### config.mk
export PLATFORM = sky130hd
export DESIGN_NAME = rle_rgb565_sprite_blitter
export DESIGN_NICKNAME = d
export VERILOG_FILES = /design/src/hdl/rlebl_pkg.sv /design/src/hdl/rlebl_cfg.sv /design/src/hdl/rlebl_color.sv /design/src/hdl/rlebl_engine.sv /design/src/hdl/rle_rgb565_sprite_blitter.sv
export VERILOG_INCLUDE_DIRS = /design/src /design/src/hdl
export SDC_FILE = /design/constraint.sdc
export NUM_CORES = 1
export LEC_CHECK = 0
export ABC_CLOCK_PERIOD_IN_PS = 6600
export BUFFER_PORTS_ARGS = -buffer_cell sky130_fd_sc_hd__buf_2
export CAP_MARGIN = 20
export CORE_MARGIN = 8
export CORE_UTILIZATION = 63
export CTS_BUF_LIST = sky130_fd_sc_hd__clkbuf_16
export DETAILED_ROUTE_END_ITERATION = 10
export HOLD_SLACK_MARGIN = 0.05
export PLACE_DENSITY = 0.83
export SLEW_MARGIN = 20
export SYNTH_ARGS = -nofsm -noshare
export SYNTH_HDL_FRONTEND = slang
export SYNTH_SLANG_ARGS = --single-unit
### constraint.sdc
create_clock -name aclk -period 6.6 [get_ports aclk]
set_input_delay 0.66 -clock aclk [delete_from_list [all_inputs] [get_ports aclk]]
set_output_delay 0.66 -clock aclk [all_outputs]
set_load 0.005 [all_outputs]
### src/hdl/rle_rgb565_sprite_blitter_defines.svh
// ---------------------------------------------------------------------------
// Assertion macros for the sprite blitter
// Shared concurrent-check helpers, clocked on the rising edge, reset-gated.
// ---------------------------------------------------------------------------
`ifndef RLE_RGB565_SPRITE_BLITTER_DEFINES_SVH
`define RLE_RGB565_SPRITE_BLITTER_DEFINES_SVH

// Same-cycle implication.
`define RLEBL_ASSERT_NOW(name, clk, rst_n, ante, cons) \
    name: assert property (@(posedge clk) disable iff (!(rst_n)) (ante) |-> (cons)) \
        else $error("rlebl check failed");

// Next-cycle implication.
`define RLEBL_ASSERT_NEXT(name, clk, rst_n, ante, cons) \
    name: assert property (@(posedge clk) disable iff (!(rst_n)) (ante) |=> (cons)) \
        else $error("rlebl check failed");

`endif

### src/hdl/rlebl_pkg.sv
// ---------------------------------------------------------------------------
// rlebl_pkg
// Types and constants shared by the sprite blitter modules.
// ---------------------------------------------------------------------------
package rlebl_pkg;

    localparam int LOGO_WIDTH  = 256;
    localparam int LOGO_HEIGHT = 256;
    localparam int MAX_RUN     = 64;
    localparam int ORIGIN_LIFT = 20;

    localparam int DIM_W    = 13;
    localparam int ORIGIN_W = DIM_W - 1;
    localparam int OFFSET_W = 26;
    localparam int WORD_W   = 24;
    localparam int LEN_W    = 7;
    localparam int COLOR_W  = 16;
    localparam int COL_W    = $clog2(LOGO_WIDTH + 1);
    localparam int ROW_W    = $clog2(LOGO_HEIGHT + 1);

    localparam int APB_ADDR_W = 4;
    localparam int APB_DATA_W = 32;

    // stream payload widths, padded to whole bytes
    localparam int S_TDATA_W = 24;
    localparam int M_TDATA_W = 56;

    typedef enum logic [1:0] {
        REG_SCREEN_WIDTH  = 2'd0,
        REG_SCREEN_HEIGHT = 2'd1,
        REG_LINE_STRIDE   = 2'd2,
        REG_RED_LOW       = 2'd3
    } reg_idx_t;

    typedef struct packed {
        logic [DIM_W-1:0] screen_width;
        logic [DIM_W-1:0] screen_height;
        logic [DIM_W-1:0] line_stride;
        logic             red_in_low_byte;
    } cfg_t;

    typedef enum logic [2:0] {
        S_IDLE,
        S_ORIGIN,
        S_POS,
        S_BASE,
        S_EMIT
    } eng_state_t;

endpackage

### src/hdl/rlebl_cfg.sv
// ---------------------------------------------------------------------------
// rlebl_cfg
// APB register file holding screen geometry and channel order.
// ---------------------------------------------------------------------------
module rlebl_cfg (
    input  logic                              aclk,
    input  logic                              aresetn,
    input  logic                              psel,
    input  logic                              penable,
    input  logic                              pwrite,
    input  logic [rlebl_pkg::APB_ADDR_W-1:0] paddr,
    input  logic [rlebl_pkg::APB_DATA_W-1:0] pwdata,
    output logic [rlebl_pkg::APB_DATA_W-1:0] prdata,
    output logic                              pready,
    output rlebl_pkg::cfg_t                   cfg
);
    import rlebl_pkg::*;

    cfg_t     cfg_reg;
    reg_idx_t idx;
    logic     wr_en;

    assign pready = 1'b1;
    assign wr_en  = psel && penable && pwrite && pready;
    assign idx    = reg_idx_t'(paddr[3:2]);
    assign cfg    = cfg_reg;

    always_ff @(posedge aclk) begin
        if (!aresetn) begin
            cfg_reg.screen_width    <= DIM_W'(1024);
            cfg_reg.screen_height   <= DIM_W'(768);
            cfg_reg.line_stride     <= DIM_W'(1024);
            cfg_reg.red_in_low_byte <= 1'b0;
        end else if (wr_en) begin
            unique case (idx)
                REG_SCREEN_WIDTH:  cfg_reg.screen_width    <= pwdata[DIM_W-1:0];
                REG_SCREEN_HEIGHT: cfg_reg.screen_height   <= pwdata[DIM_W-1:0];
                REG_LINE_STRIDE:   cfg_reg.line_stride     <= pwdata[DIM_W-1:0];
                REG_RED_LOW:       cfg_reg.red_in_low_byte <= pwdata[0];
                default: ;
            endcase
        end
    end

    always_comb begin
        prdata = '0;
        unique case (idx)
            REG_SCREEN_WIDTH:  prdata = APB_DATA_W'(cfg_reg.screen_width);
            REG_SCREEN_HEIGHT: prdata = APB_DATA_W'(cfg_reg.screen_height);
            REG_LINE_STRIDE:   prdata = APB_DATA_W'(cfg_reg.line_stride);
            REG_RED_LOW:       prdata = APB_DATA_W'(cfg_reg.red_in_low_byte);
            default:           prdata = '0;
        endcase
    end

endmodule

### src/hdl/rlebl_color.sv
// ---------------------------------------------------------------------------
// rlebl_color
// Widen an RGB565 colour to 8-bit channels and pack in the set order.
// ---------------------------------------------------------------------------
module rlebl_color (
    input  logic                           aclk,
    input  logic                           load,
    input  logic [rlebl_pkg::COLOR_W-1:0] color,
    input  logic                           red_in_low_byte,
    output logic [rlebl_pkg::WORD_W-1:0]  word
);
    import rlebl_pkg::*;

    // floor(x/31) and floor(x/63) as multiply by 2^20 reciprocal, exact over range
    localparam int PROD_W  = 29;
    localparam int RECIP5  = 33826;
    localparam int RECIP6  = 16645;
    localparam int RSHIFT  = 20;

    logic [4:0]        r5, b5;
    logic [5:0]        g6;
    logic [12:0]       r_x, b_x;
    logic [13:0]       g_x;
    logic [PROD_W-1:0] r_prod, g_prod, b_prod;
    logic [7:0]        r8, g8, b8;
    logic [WORD_W-1:0] word_next;
    logic [WORD_W-1:0] word_reg;

    assign r5 = color[15:11];
    assign g6 = color[10:5];
    assign b5 = color[4:0];

    // c*255 as (c<<8) - c
    assign r_x = {r5, 8'd0} - 13'(r5);
    assign g_x = {g6, 8'd0} - 14'(g6);
    assign b_x = {b5, 8'd0} - 13'(b5);

    assign r_prod = PROD_W'(r_x) * PROD_W'(RECIP5);
    assign g_prod = PROD_W'(g_x) * PROD_W'(RECIP6);
    assign b_prod = PROD_W'(b_x) * PROD_W'(RECIP5);

    assign r8 = r_prod[RSHIFT+7:RSHIFT];
    assign g8 = g_prod[RSHIFT+7:RSHIFT];
    assign b8 = b_prod[RSHIFT+7:RSHIFT];

    assign word_next = red_in_low_byte ? {b8, g8, r8} : {r8, g8, b8};

    always_ff @(posedge aclk) begin
        if (load) begin
            word_reg <= word_next;
        end
    end

    assign word = word_reg;

endmodule

### src/hdl/rlebl_engine.sv
// ---------------------------------------------------------------------------
// rlebl_engine
// Run sequencer: sprite position, origin, row base and the pixel output stage.
// ---------------------------------------------------------------------------
`include "rle_rgb565_sprite_blitter_defines.svh"

module rlebl_engine (
    input  logic                            aclk,
    input  logic                            aresetn,
    input  rlebl_pkg::cfg_t                 cfg,
    input  logic                            s_tvalid,
    output logic                            s_tready,
    input  logic                            start_image,
    input  logic [rlebl_pkg::LEN_W-1:0]    run_length,
    input  logic [rlebl_pkg::WORD_W-1:0]   run_word,
    output logic                            m_tvalid,
    input  logic                            m_tready,
    output logic [rlebl_pkg::OFFSET_W-1:0] pixel_offset,
    output logic [rlebl_pkg::WORD_W-1:0]   pixel_word,
    output logic                            write_enable,
    output logic                            run_last
);
    import rlebl_pkg::*;

    eng_state_t state_reg, state_next;

    logic [LEN_W-1:0]    cnt_reg,  cnt_next;
    logic [COL_W-1:0]    col_reg,  col_next;
    logic [ROW_W-1:0]    row_reg,  row_next;
    logic [ORIGIN_W-1:0] ox_reg,   ox_next;
    logic [ORIGIN_W-1:0] oy_reg,   oy_next;
    logic [DIM_W-1:0]    sx_reg,   sx_next;
    logic [DIM_W-1:0]    sy_reg,   sy_next;
    logic [OFFSET_W-1:0] base_reg, base_next;

    logic                out_valid_reg, out_valid_next;
    logic [OFFSET_W-1:0] out_offset_reg, out_offset_next;
    logic [WORD_W-1:0]   out_word_reg, out_word_next;
    logic                out_we_reg, out_we_next;
    logic                out_last_reg, out_last_next;

    logic                slot_free;
    logic                in_sprite;
    logic                on_screen;
    logic [DIM_W-1:0]    half_w, half_h;
    logic [LEN_W-1:0]    len_sat;

    assign slot_free = !out_valid_reg || m_tready;
    assign in_sprite = row_reg < ROW_W'(LOGO_HEIGHT);
    assign on_screen = in_sprite && (sx_reg < cfg.screen_width)
                       && (sy_reg < cfg.screen_height);
    assign half_w    = (cfg.screen_width  - DIM_W'(LOGO_WIDTH))  >> 1;
    assign half_h    = (cfg.screen_height - DIM_W'(LOGO_HEIGHT)) >> 1;
    assign len_sat   = (run_length > LEN_W'(MAX_RUN)) ? LEN_W'(MAX_RUN) : run_length;

    always_ff @(posedge aclk) begin
        if (!aresetn) begin
            state_reg     <= S_IDLE;
            out_valid_reg <= 1'b0;
            col_reg       <= '0;
            row_reg       <= '0;
            cnt_reg       <= '0;
        end else begin
            state_reg     <= state_next;
            out_valid_reg <= out_valid_next;
            col_reg       <= col_next;
            row_reg       <= row_next;
            cnt_reg       <= cnt_next;
        end
    end

    always_ff @(posedge aclk) begin
        ox_reg         <= ox_next;
        oy_reg         <= oy_next;
        sx_reg         <= sx_next;
        sy_reg         <= sy_next;
        base_reg       <= base_next;
        out_offset_reg <= out_offset_next;
        out_word_reg   <= out_word_next;
        out_we_reg     <= out_we_next;
        out_last_reg   <= out_last_next;
    end

    always_comb begin
        state_next      = state_reg;
        cnt_next        = cnt_reg;
        col_next        = col_reg;
        row_next        = row_reg;
        ox_next         = ox_reg;
        oy_next         = oy_reg;
        sx_next         = sx_reg;
        sy_next         = sy_reg;
        base_next       = base_reg;
        out_valid_next  = out_valid_reg && !m_tready;
        out_offset_next = out_offset_reg;
        out_word_next   = out_word_reg;
        out_we_next     = out_we_reg;
        out_last_next   = out_last_reg;

        unique case (state_reg)
            S_IDLE: begin
                if (s_tvalid) begin
                    if (start_image) begin
                        col_next = '0;
                        row_next = '0;
                    end
                    cnt_next   = len_sat;
                    state_next = (len_sat == '0) ? S_IDLE : S_ORIGIN;
                end
            end
            S_ORIGIN: begin
                // centre, lift the vertical origin, clamp both at zero
                ox_next = (cfg.screen_width > DIM_W'(LOGO_WIDTH))
                          ? half_w[ORIGIN_W-1:0] : '0;
                oy_next = ((cfg.screen_height > DIM_W'(LOGO_HEIGHT))
                           && (half_h > DIM_W'(ORIGIN_LIFT)))
                          ? ORIGIN_W'(half_h - DIM_W'(ORIGIN_LIFT)) : '0;
                state_next = S_POS;
            end
            S_POS: begin
                sx_next    = DIM_W'(ox_reg) + DIM_W'(col_reg);
                sy_next    = DIM_W'(oy_reg) + DIM_W'(row_reg);
                state_next = S_BASE;
            end
            S_BASE: begin
                base_next  = OFFSET_W'(sy_reg) * OFFSET_W'(cfg.line_stride);
                state_next = S_EMIT;
            end
            S_EMIT: begin
                if (slot_free) begin
                    out_valid_next  = 1'b1;
                    out_we_next     = on_screen;
                    out_offset_next = on_screen ? (base_reg + OFFSET_W'(sx_reg)) : '0;
                    out_word_next   = on_screen ? run_word : '0;
                    out_last_next   = (cnt_reg == LEN_W'(1));
                    cnt_next        = cnt_reg - LEN_W'(1);
                    if (in_sprite) begin
                        if (col_reg == COL_W'(LOGO_WIDTH - 1)) begin
                            col_next  = '0;
                            row_next  = row_reg + ROW_W'(1);
                            sx_next   = DIM_W'(ox_reg);
                            sy_next   = sy_reg + DIM_W'(1);
                            base_next = base_reg + OFFSET_W'(cfg.line_stride);
                        end else begin
                            col_next = col_reg + COL_W'(1);
                            sx_next  = sx_reg + DIM_W'(1);
                        end
                    end
                    if (cnt_reg == LEN_W'(1)) begin
                        state_next = S_IDLE;
                    end
                end
            end
            default: state_next = S_IDLE;
        endcase
    end

    assign s_tready     = (state_reg == S_IDLE);
    assign m_tvalid     = out_valid_reg;
    assign pixel_offset = out_offset_reg;
    assign pixel_word   = out_word_reg;
    assign write_enable = out_we_reg;
    assign run_last     = out_last_reg;

    `RLEBL_ASSERT_NOW(a_cnt_bound, aclk, aresetn, 1'b1, cnt_reg <= LEN_W'(MAX_RUN))
    `RLEBL_ASSERT_NOW(a_emit_has_work, aclk, aresetn, state_reg == S_EMIT, cnt_reg != '0)
    `RLEBL_ASSERT_NOW(a_col_bound, aclk, aresetn, 1'b1, col_reg < COL_W'(LOGO_WIDTH))
    `RLEBL_ASSERT_NEXT(a_last_ends_run, aclk, aresetn, (state_reg == S_EMIT) && slot_free && (cnt_reg == LEN_W'(1)), (state_reg == S_IDLE) && out_valid_reg && out_last_reg)

endmodule

### src/hdl/rle_rgb565_sprite_blitter.sv
// ---------------------------------------------------------------------------
// rle_rgb565_sprite_blitter
// Expands run-length RGB565 sprite runs into one framebuffer write per pixel.
// ---------------------------------------------------------------------------
//
//   port group   direction  handshake                   carries
//   s_*          in         s_tvalid / s_tready         one run request
//   m_*          out        m_tvalid / m_tready         one pixel write request
//   APB          in/out     psel, penable (pready = 1)  geometry and channel order
//
// A run of N pixels is accepted while s_tready is high, then s_tready is held low
// through three setup steps for origin, start position and row base (through the
// single stride multiplier) and the N pixel outputs, one pixel per cycle while
// m_tready does not stall the output stage.
// A run of length zero only applies its start flag and leaves the sequencer idle.
// Reset (aresetn low, synchronous) clears the position, the sequencer and the
// output stage, and loads the register defaults.
// A stalled m_tready holds the pixel stage; the sequencer waits with it.
// ---------------------------------------------------------------------------
module rle_rgb565_sprite_blitter (
    input  logic                              aclk,
    input  logic                              aresetn,
    // APB configuration port
    input  logic                              psel,
    input  logic                              penable,
    input  logic                              pwrite,
    input  logic [rlebl_pkg::APB_ADDR_W-1:0] paddr,
    input  logic [rlebl_pkg::APB_DATA_W-1:0] pwdata,
    output logic [rlebl_pkg::APB_DATA_W-1:0] prdata,
    output logic                              pready,
    // run requests
    input  logic                              s_tvalid,
    output logic                              s_tready,
    // [6:0] run_length, [22:7] run_color, [23] zero
    input  logic [rlebl_pkg::S_TDATA_W-1:0]  s_tdata,
    // [0] start_image
    input  logic                              s_tuser,
    // pixel write requests
    output logic                              m_tvalid,
    input  logic                              m_tready,
    // [25:0] pixel_offset, [49:26] pixel_word, [55:50] zero
    output logic [rlebl_pkg::M_TDATA_W-1:0]  m_tdata,
    // [0] write_enable
    output logic                              m_tuser,
    output logic                              m_tlast
);
    import rlebl_pkg::*;

    localparam int PAD_W = M_TDATA_W - OFFSET_W - WORD_W;

    cfg_t                cfg;
    logic [WORD_W-1:0]   run_word;
    logic [OFFSET_W-1:0] pixel_offset;
    logic [WORD_W-1:0]   pixel_word;
    logic                run_accept;

    assign run_accept = s_tvalid && s_tready;

    // register file
    rlebl_cfg u_cfg (
        .aclk    (aclk),
        .aresetn (aresetn),
        .psel    (psel),
        .penable (penable),
        .pwrite  (pwrite),
        .paddr   (paddr),
        .pwdata  (pwdata),
        .prdata  (prdata),
        .pready  (pready),
        .cfg     (cfg)
    );

    // widen and pack the colour once per run, at accept
    rlebl_color u_color (
        .aclk            (aclk),
        .load            (run_accept),
        .color           (s_tdata[LEN_W +: COLOR_W]),
        .red_in_low_byte (cfg.red_in_low_byte),
        .word            (run_word)
    );

    // sequencer and output stage
    rlebl_engine u_engine (
        .aclk         (aclk),
        .aresetn      (aresetn),
        .cfg          (cfg),
        .s_tvalid     (s_tvalid),
        .s_tready     (s_tready),
        .start_image  (s_tuser),
        .run_length   (s_tdata[LEN_W-1:0]),
        .run_word     (run_word),
        .m_tvalid     (m_tvalid),
        .m_tready     (m_tready),
        .pixel_offset (pixel_offset),
        .pixel_word   (pixel_word),
        .write_enable (m_tuser),
        .run_last     (m_tlast)
    );

    // pack the pixel request, offset in the low bits
    assign m_tdata = {{PAD_W{1'b0}}, pixel_word, pixel_offset};

endmodule
==> results of run 1 <==
power by group through the flow:
stage,clock (uW),sequential [uW],combinational (uW)
6_report,1400,1690,1290
4_1_cts,1410,1690,1280
2_1_floorplan,0,1660,995
3_3_place_gp,0,1710,1200
5_1_grt,1460,1700,1480
3_5_place_dp,0,1710,1270
synth_stat cells, drive strengths merged (4+ instances only):
cell     number
ha          346
inv         323
nand2       288
edfxtp      152
fa          150
nor2        149
and2        116
o21ai        95
a21oi        84
xor2         76
clkbuf       74
dfxtp        69
xnor2        67
nand3        63
nor3         49
buf          38
a21boi       35
nand4        34
o211ai       26
mux2i        25
a21o         23
and3         21
a211oi       19
o21a         19
o31ai        17
nor2b        15
a31oi        14
or3          14
nand2b       12
nor3b        10
mux2          9
nand3b        6
nor4b         6
or2           6
o21bai        5
nor4          4
o2111ai       4
o41ai         4
critical path, cell delays in order (launching register included):
cell,delay (ns)
edfxtp_1,0.67
and2_1,0.30
fa_1,0.54
inv_1,0.06
fa_1,0.50
fa_1,0.55
inv_1,0.06
fa_1,0.53
inv_1,0.06
fa_1,0.53
inv_1,0.04
ha_1,0.37
nand2_1,0.10
o21ai_0,0.40
o21ai_0,0.25
a31oi_1,0.34
a31oi_1,0.15
xnor2_1,0.21
mux2i_1,0.09
per-layer routing:
layer  global-route usage (%)  share of wire (%)  vias up
li1                         -                  -     8557
met1                    29.12                 40     8714
met2                    47.60                 51      531
met3                    3.865                5.4      144
met4                    9.736                3.5        8
met5                        0              0.095        -
kinds of logic (layout without fill, tap and decap cells):
logic type / count (synthesis) / count (layout) / synth area share, %
compound gates: 369 / 369 / 10.63
xor+xnor: 143 / 143 / 5.447
fa+ha+maj: 496 / 496 / 31.89
buf+inv: 435 / 497 / 7.575
flops: 221 / 221 / 25.86
mux: 35 / 35 / 1.627
other cells: 2 / 27 / 0.03266
simple gates: 802 / 802 / 16.94
layout by cell type, fill, tap and decap left out, drive strengths merged, types with 15 or more instances in the layout:
cell,n
a211oi,19
nor2,149
nand4,34
buf,126
ha,346
nand3,63
clkbuf,27
nor2b,15
o211ai,26
and3,21
inv,328
conb,26
a21oi,84
mux2i,25
o31ai,17
o21a,19
fa,150
nand2,288
o21ai,95
dfxtp,69
xor2,76
and2,116
a21o,23
xnor2,67
edfxtp,152
a21boi,35
nor3,49
metrics by stage:
| stage | worst slack [ns] | area, um^2 |
|---|---|---|
| after detailed placement | 0.5182 | 23830 |
| after global routing | 0.3031 | 24670 |
| after CTS | 0.6278 | 24660 |
| after floorplan | 1.157 | 23080 |
| final | 0.5804 | 24670 |
| after global placement | 0.6671 | 23830 |
worst paths after layout:
| check | cells after the start | endpoint | start |
|---|---|---|---|
| worst max register to register | 18 | u_engine.base_reg[25] | u_engine.sy_reg[5] |
| worst min register to register | 2 | u_engine.cnt_reg[5] | u_engine.cnt_reg[5] |
| worst max-delay path | 18 | u_engine.base_reg[25] | u_engine.sy_reg[5] |
| worst min-delay path | 3 | u_cfg.cfg[19] | pwdata[5] |
area by class of cell:
class / count / area, um^2 / share of cell area [%]
antenna: 1 / 2.502 / 0.01014
clock buffer: 27 / 675.6 / 2.739
clock inverter: 21 / 148.9 / 0.6035
inverter: 323 / 1212 / 4.915
multi-input combinational: 1871 / 15430 / 62.56
sequential: 221 / 5946 / 24.10
tap: 468 / 585.6 / 2.374
timing repair buffer: 126 / 665.6 / 2.698
==> results.sh, run 1 <==
export IMPL_grt_pass1_wl_um=92510
export IMPL_insertion_delay_ns=0.55
export IMPL_num_rows=70
export IMPL_internal_power_uw=2927
export IMPL_first_pass_iters=7
export IMPL_fin_util_pct=68.04
export IMPL_cts_max_level=1
export IMPL_synth_avg_cell_area_um2=9.186
export IMPL_comb_power_share_pct=29.4
export IMPL_synth_distinct_cells=79
export IMPL_power_ir_vdd_worst_v=0.0001831
export IMPL_cts_tree="done"
export IMPL_drc=0
export IMPL_syn_area_mm2=0.02299
export IMPL_grt_max_degree=57
export IMPL_cts_made_buffers=26
export IMPL_synth_cells=2503
export IMPL_synth_area_leaders="edfxtp_1, ha_1, fa_1, dfxtp_1, inv_1"
export IMPL_power_total_uw=4377
export IMPL_yosysTopAreaCell="edfxtp_1"
export IMPL_setup_viol=0
export IMPL_rsz0062_at_grt="no"
export IMPL_pwr_share_clk_pct=32.0
export IMPL_layout_min_cycle_time_ns=6.020
export IMPL_path_clk_slew_ns=0.06
export IMPL_final_nets=3133
export IMPL_worstSetupEndpointType="flop"
export IMPL_largest_reg_flops=40
export IMPL_p_sw_share_pct=33.12
export IMPL_cp_required_ns=6.87
export IMPL_final_max_slew_viol_count=0
export IMPL_antenna_found_initial=5
export IMPL_synth_top_cell_area_share_pct=19.85
export IMPL_clock_path_buffers=3
export IMPL_die_area_mm2=0.04287
export IMPL_leakagePower_uw=0.01129
export IMPL_seqPwrFrac_pct=38.6
export IMPL_dp_cells=3009
export IMPL_cp_max_fo=17
export IMPL_globalRouteTotalUtil_pct=25.57
export IMPL_cp_start_kind="flop"
export IMPL_fin_crit_sh_pct=91.21
export IMPL_viasPerCell=5.871
export IMPL_synth_edf_count=152
export IMPL_core_area_mm2=0.03626
export IMPL_ioPinCount=161
export IMPL_cts_root_buf="clkbuf_16"
export IMPL_port_buffers=112
export IMPL_max_freq_mhz=166.1
export IMPL_drive_gt1_share_pct=8.343
export IMPL_power_density_mw_per_mm2=177.4
export IMPL_dp_hpwl_um=43420
export IMPL_wl_per_cell_um=18.20
export IMPL_fin_cells=3058
export IMPL_maxSlewHeadroom_pct=28.73
export IMPL_finalWeightedCongestion=0.9084
export IMPL_antenna_left=0
export IMPL_n_fill_cell=2826
export IMPL_min_path_type="in -> reg"
export IMPL_cts_setup_buffers=0
export IMPL_vias=17954
export IMPL_synthArstFlopShare_pct=0
export IMPL_gr_total_overflow=0
export IMPL_outcome="finished, final reports clean"
export IMPL_die_h_um=207.0
export IMPL_synth_warnings=0
export IMPL_initialDrtViolationCount=1039
export IMPL_cts_hold_buf=0
export IMPL_p_switching_uw=1450
export IMPL_initial_core_util_pct=63.41
export IMPL_die_x_um=207.0
export IMPL_synth_seq_cells=221
export IMPL_worstMarginPinSlew_ns=1.067
export IMPL_cap_violations=0
export IMPL_syn_to_final_growth_pct=7.292
export IMPL_wirelength_um=55660
export IMPL_ys_flop_type="edfxtp_1"
export IMPL_worstPathArrival_ns=6.29
export IMPL_grt_pass1_vias=19167
export IMPL_ys_seq_area_share_pct=25.86
export IMPL_fin_hold_ws_ns=0.3852
export IMPL_reg2reg_slack_ns=0.58
export IMPL_hold_viol=0
export IMPL_post_cts_resize_count=0
export IMPL_fin_setup_tns_ns=0
export IMPL_crit_type="reg -> reg"
export IMPL_clock_sinks=221
export IMPL_fin_skew_ns=0.01390
Power figures use the tool's default switching activity.
==> inputs of run 2 (changes only) <==
- CORE_ASPECT_RATIO: not set -> 1.75
==> run 2 against run 1 <==
Against the previous run:
- count of clock-buffer cells in the layout shrank 3
- first-iteration DRC count fell by 11%
- worst hold slack improved by 0.0036 ns
- non-clock buffer count up 14
- die area rose by 0.56%
- combinational power increased by 4%
- largest cell class unchanged
==> results.sh, run 2 (synthesis results as in run 1) <==
export IMPL_outcome="finished, final reports clean"
export IMPL_globalRouteTotalUtil_pct=27.69
export IMPL_final_max_slew_viol_count=0
export IMPL_wl_per_cell_um=19.61
export IMPL_syn_to_final_growth_pct=7.384
export IMPL_path_cells="nand2_1, fa_1, inv_1, fa_1, fa_1, fa_1, inv_1, fa_1, inv_1, ha_1, a21oi_1, o21ai_0, o21ai_0, a31oi_1, a31oi_1, xnor2_1, mux2i_1"
export IMPL_antenna_left=0
export IMPL_final_cell_mix="ha_1, inv_1, nand2_1"
export IMPL_core_area_mm2=0.03603
export IMPL_worstPathArrival_ns=6.43
export IMPL_grt_pass1_wl_um=95810
export IMPL_cts_max_level=1
export IMPL_port_buffers=112
export IMPL_cp_start_kind="flop"
export IMPL_initialDrtViolationCount=925
export IMPL_die_x_um=160.4
export IMPL_clock_sinks=221
export IMPL_hold_viol=0
export IMPL_post_cts_resize_count=0
export IMPL_cp_required_ns=6.88
export IMPL_vias=18435
export IMPL_layout_min_cycle_time_ns=6.151
export IMPL_cp_max_fo=16
export IMPL_wirelength_um=60200
export IMPL_cts_setup_buffers=0
export IMPL_max_freq_mhz=162.6
export IMPL_min_path_type="in -> reg"
export IMPL_drive_gt1_share_pct=8.555
export IMPL_clock_path_buffers=3
export IMPL_multi_input_area_mm2=0.01542
export IMPL_finalWeightedCongestion=0.9588
export IMPL_setup_viol=0
export IMPL_place_ws_ns=0.3930
export IMPL_crit_slowest_cell="dfxtp_1"
export IMPL_dp_hpwl_um=48350
export IMPL_cap_violations=0
export IMPL_leakagePower_uw=0.01131
export IMPL_antenna_found_initial=6
export IMPL_fin_skew_ns=0.02076
export IMPL_gr_total_overflow=0
export IMPL_power_ir_vdd_worst_v=0.0002646
export IMPL_grt_max_degree=55
export IMPL_cts_tree="done"
export IMPL_ioPinCount=161
export IMPL_num_rows=92
export IMPL_rsz0062_at_grt="no"
export IMPL_final_nets=3144
export IMPL_first_pass_iters=8
export IMPL_area_sequential_mm2=0.005946
export IMPL_cts_hold_buf=0
export IMPL_fin_crit_sh_pct=93.20
export IMPL_viasPerCell=6.005
export IMPL_path_clk_slew_ns=0.07
export IMPL_largest_reg_flops=40
export IMPL_mostFrequentLayoutCell="ha_1"
export IMPL_n_fill_cell=2841
export IMPL_cts_root_buf="clkbuf_16"
export IMPL_drc=0
export IMPL_path_common_cell="fa_1"
export IMPL_cts_made_buffers=23
export IMPL_die_area_mm2=0.04311
export IMPL_insertion_delay_ns=0.55
export IMPL_die_h_um=268.7
export IMPL_crit_type="reg -> reg"
export IMPL_maxSlewHeadroom_pct=25.78
export IMPL_fin_setup_tns_ns=0
export IMPL_grt_pass1_vias=19751
export IMPL_power_density_mw_per_mm2=175.9
export IMPL_worstSetupEndpointType="flop"
export IMPL_initial_core_util_pct=63.82
export IMPL_worstMarginPinSlew_ns=1.104
export IMPL_layout_setup_ws_ns=0.4486
export IMPL_max_stage_delay_ns=0.83
run 2: cell count changes in the layout (fill, tap and decap cells not counted), moves of 2 or more:
cell       previous run  this run
clkinv_4              5         0
clkbuf_16            27        24
diode_2               1         5
buf_4                14        28
clkinv_1              5         3
run 2: power breakdown:
group          internal (uW)  switching, uW
clock                    740            583
sequential              1600           84.8
combinational            552            786
total                   2890           1450
run 2: final timing paths:
kind / from / endpoint / slack, ns / cells after the start
max: u_cfg.cfg[10] / u_engine.base_reg[25] / 0.45 / 17
min: pwdata[10] / u_cfg.cfg[11] / 0.39 / 3
max reg2reg: u_cfg.cfg[10] / u_engine.base_reg[25] / 0.45 / 17
min reg2reg: u_engine.col_reg[8] / u_engine.col_reg[8] / 0.47 / 2
run 2: worst max-delay path: cells and delay by family, from the launching register on:
family / cells / cell delay, ns
AND/OR/NAND/NOR: 1 / 0.19
multiplexers: 1 / 0.12
flip-flops: 1 / 0.83
AO/OA/AOI/OAI: 5 / 1.19
XOR/XNOR: 1 / 0.35
buffers and inverters: 3 / 0.16
adder cells (fa/ha/maj): 6 / 3.04
run 2: layout make-up:
type / count / area share (%)
Multi-Input combinational cell: 1871 / 62.47
Sequential cell: 221 / 24.08
Inverter: 323 / 4.910
Timing Repair Buffer: 140 / 3.122
Clock buffer: 24 / 2.432
Tap cell: 470 / 2.382
Clock inverter: 16 / 0.5523
Antenna cell: 5 / 0.05067
run 2: routing by layer:
layer,vias to the layer above,routed length (um),global-route usage (%)
met4,4,4829,21.35
li1,8594,-,-
met2,670,32610,54.02
met1,8889,19560,25.03
met5,-,18,0
met3,278,3174,4.233
run 2: stage by stage:
| step | instances | hold slack [ns] | power, uW | utilization [%] | area, um^2 |
|---|---|---|---|---|---|
| final | 3070 | 0.3888 | 4342 | 68.53 | 24690 |
| after global placement | 3025 | 0.4472 | 2949 | 66.43 | 23930 |
| after floorplan | 2527 | 0.4289 | 2656 | - | 23080 |
| after CTS | 3065 | 0.3858 | 4350 | 68.47 | 24670 |
| after global routing | 3067 | 0.3961 | 4586 | 68.51 | 24680 |
| after detailed placement | 3025 | 0.4672 | 3034 | 66.43 | 23930 |
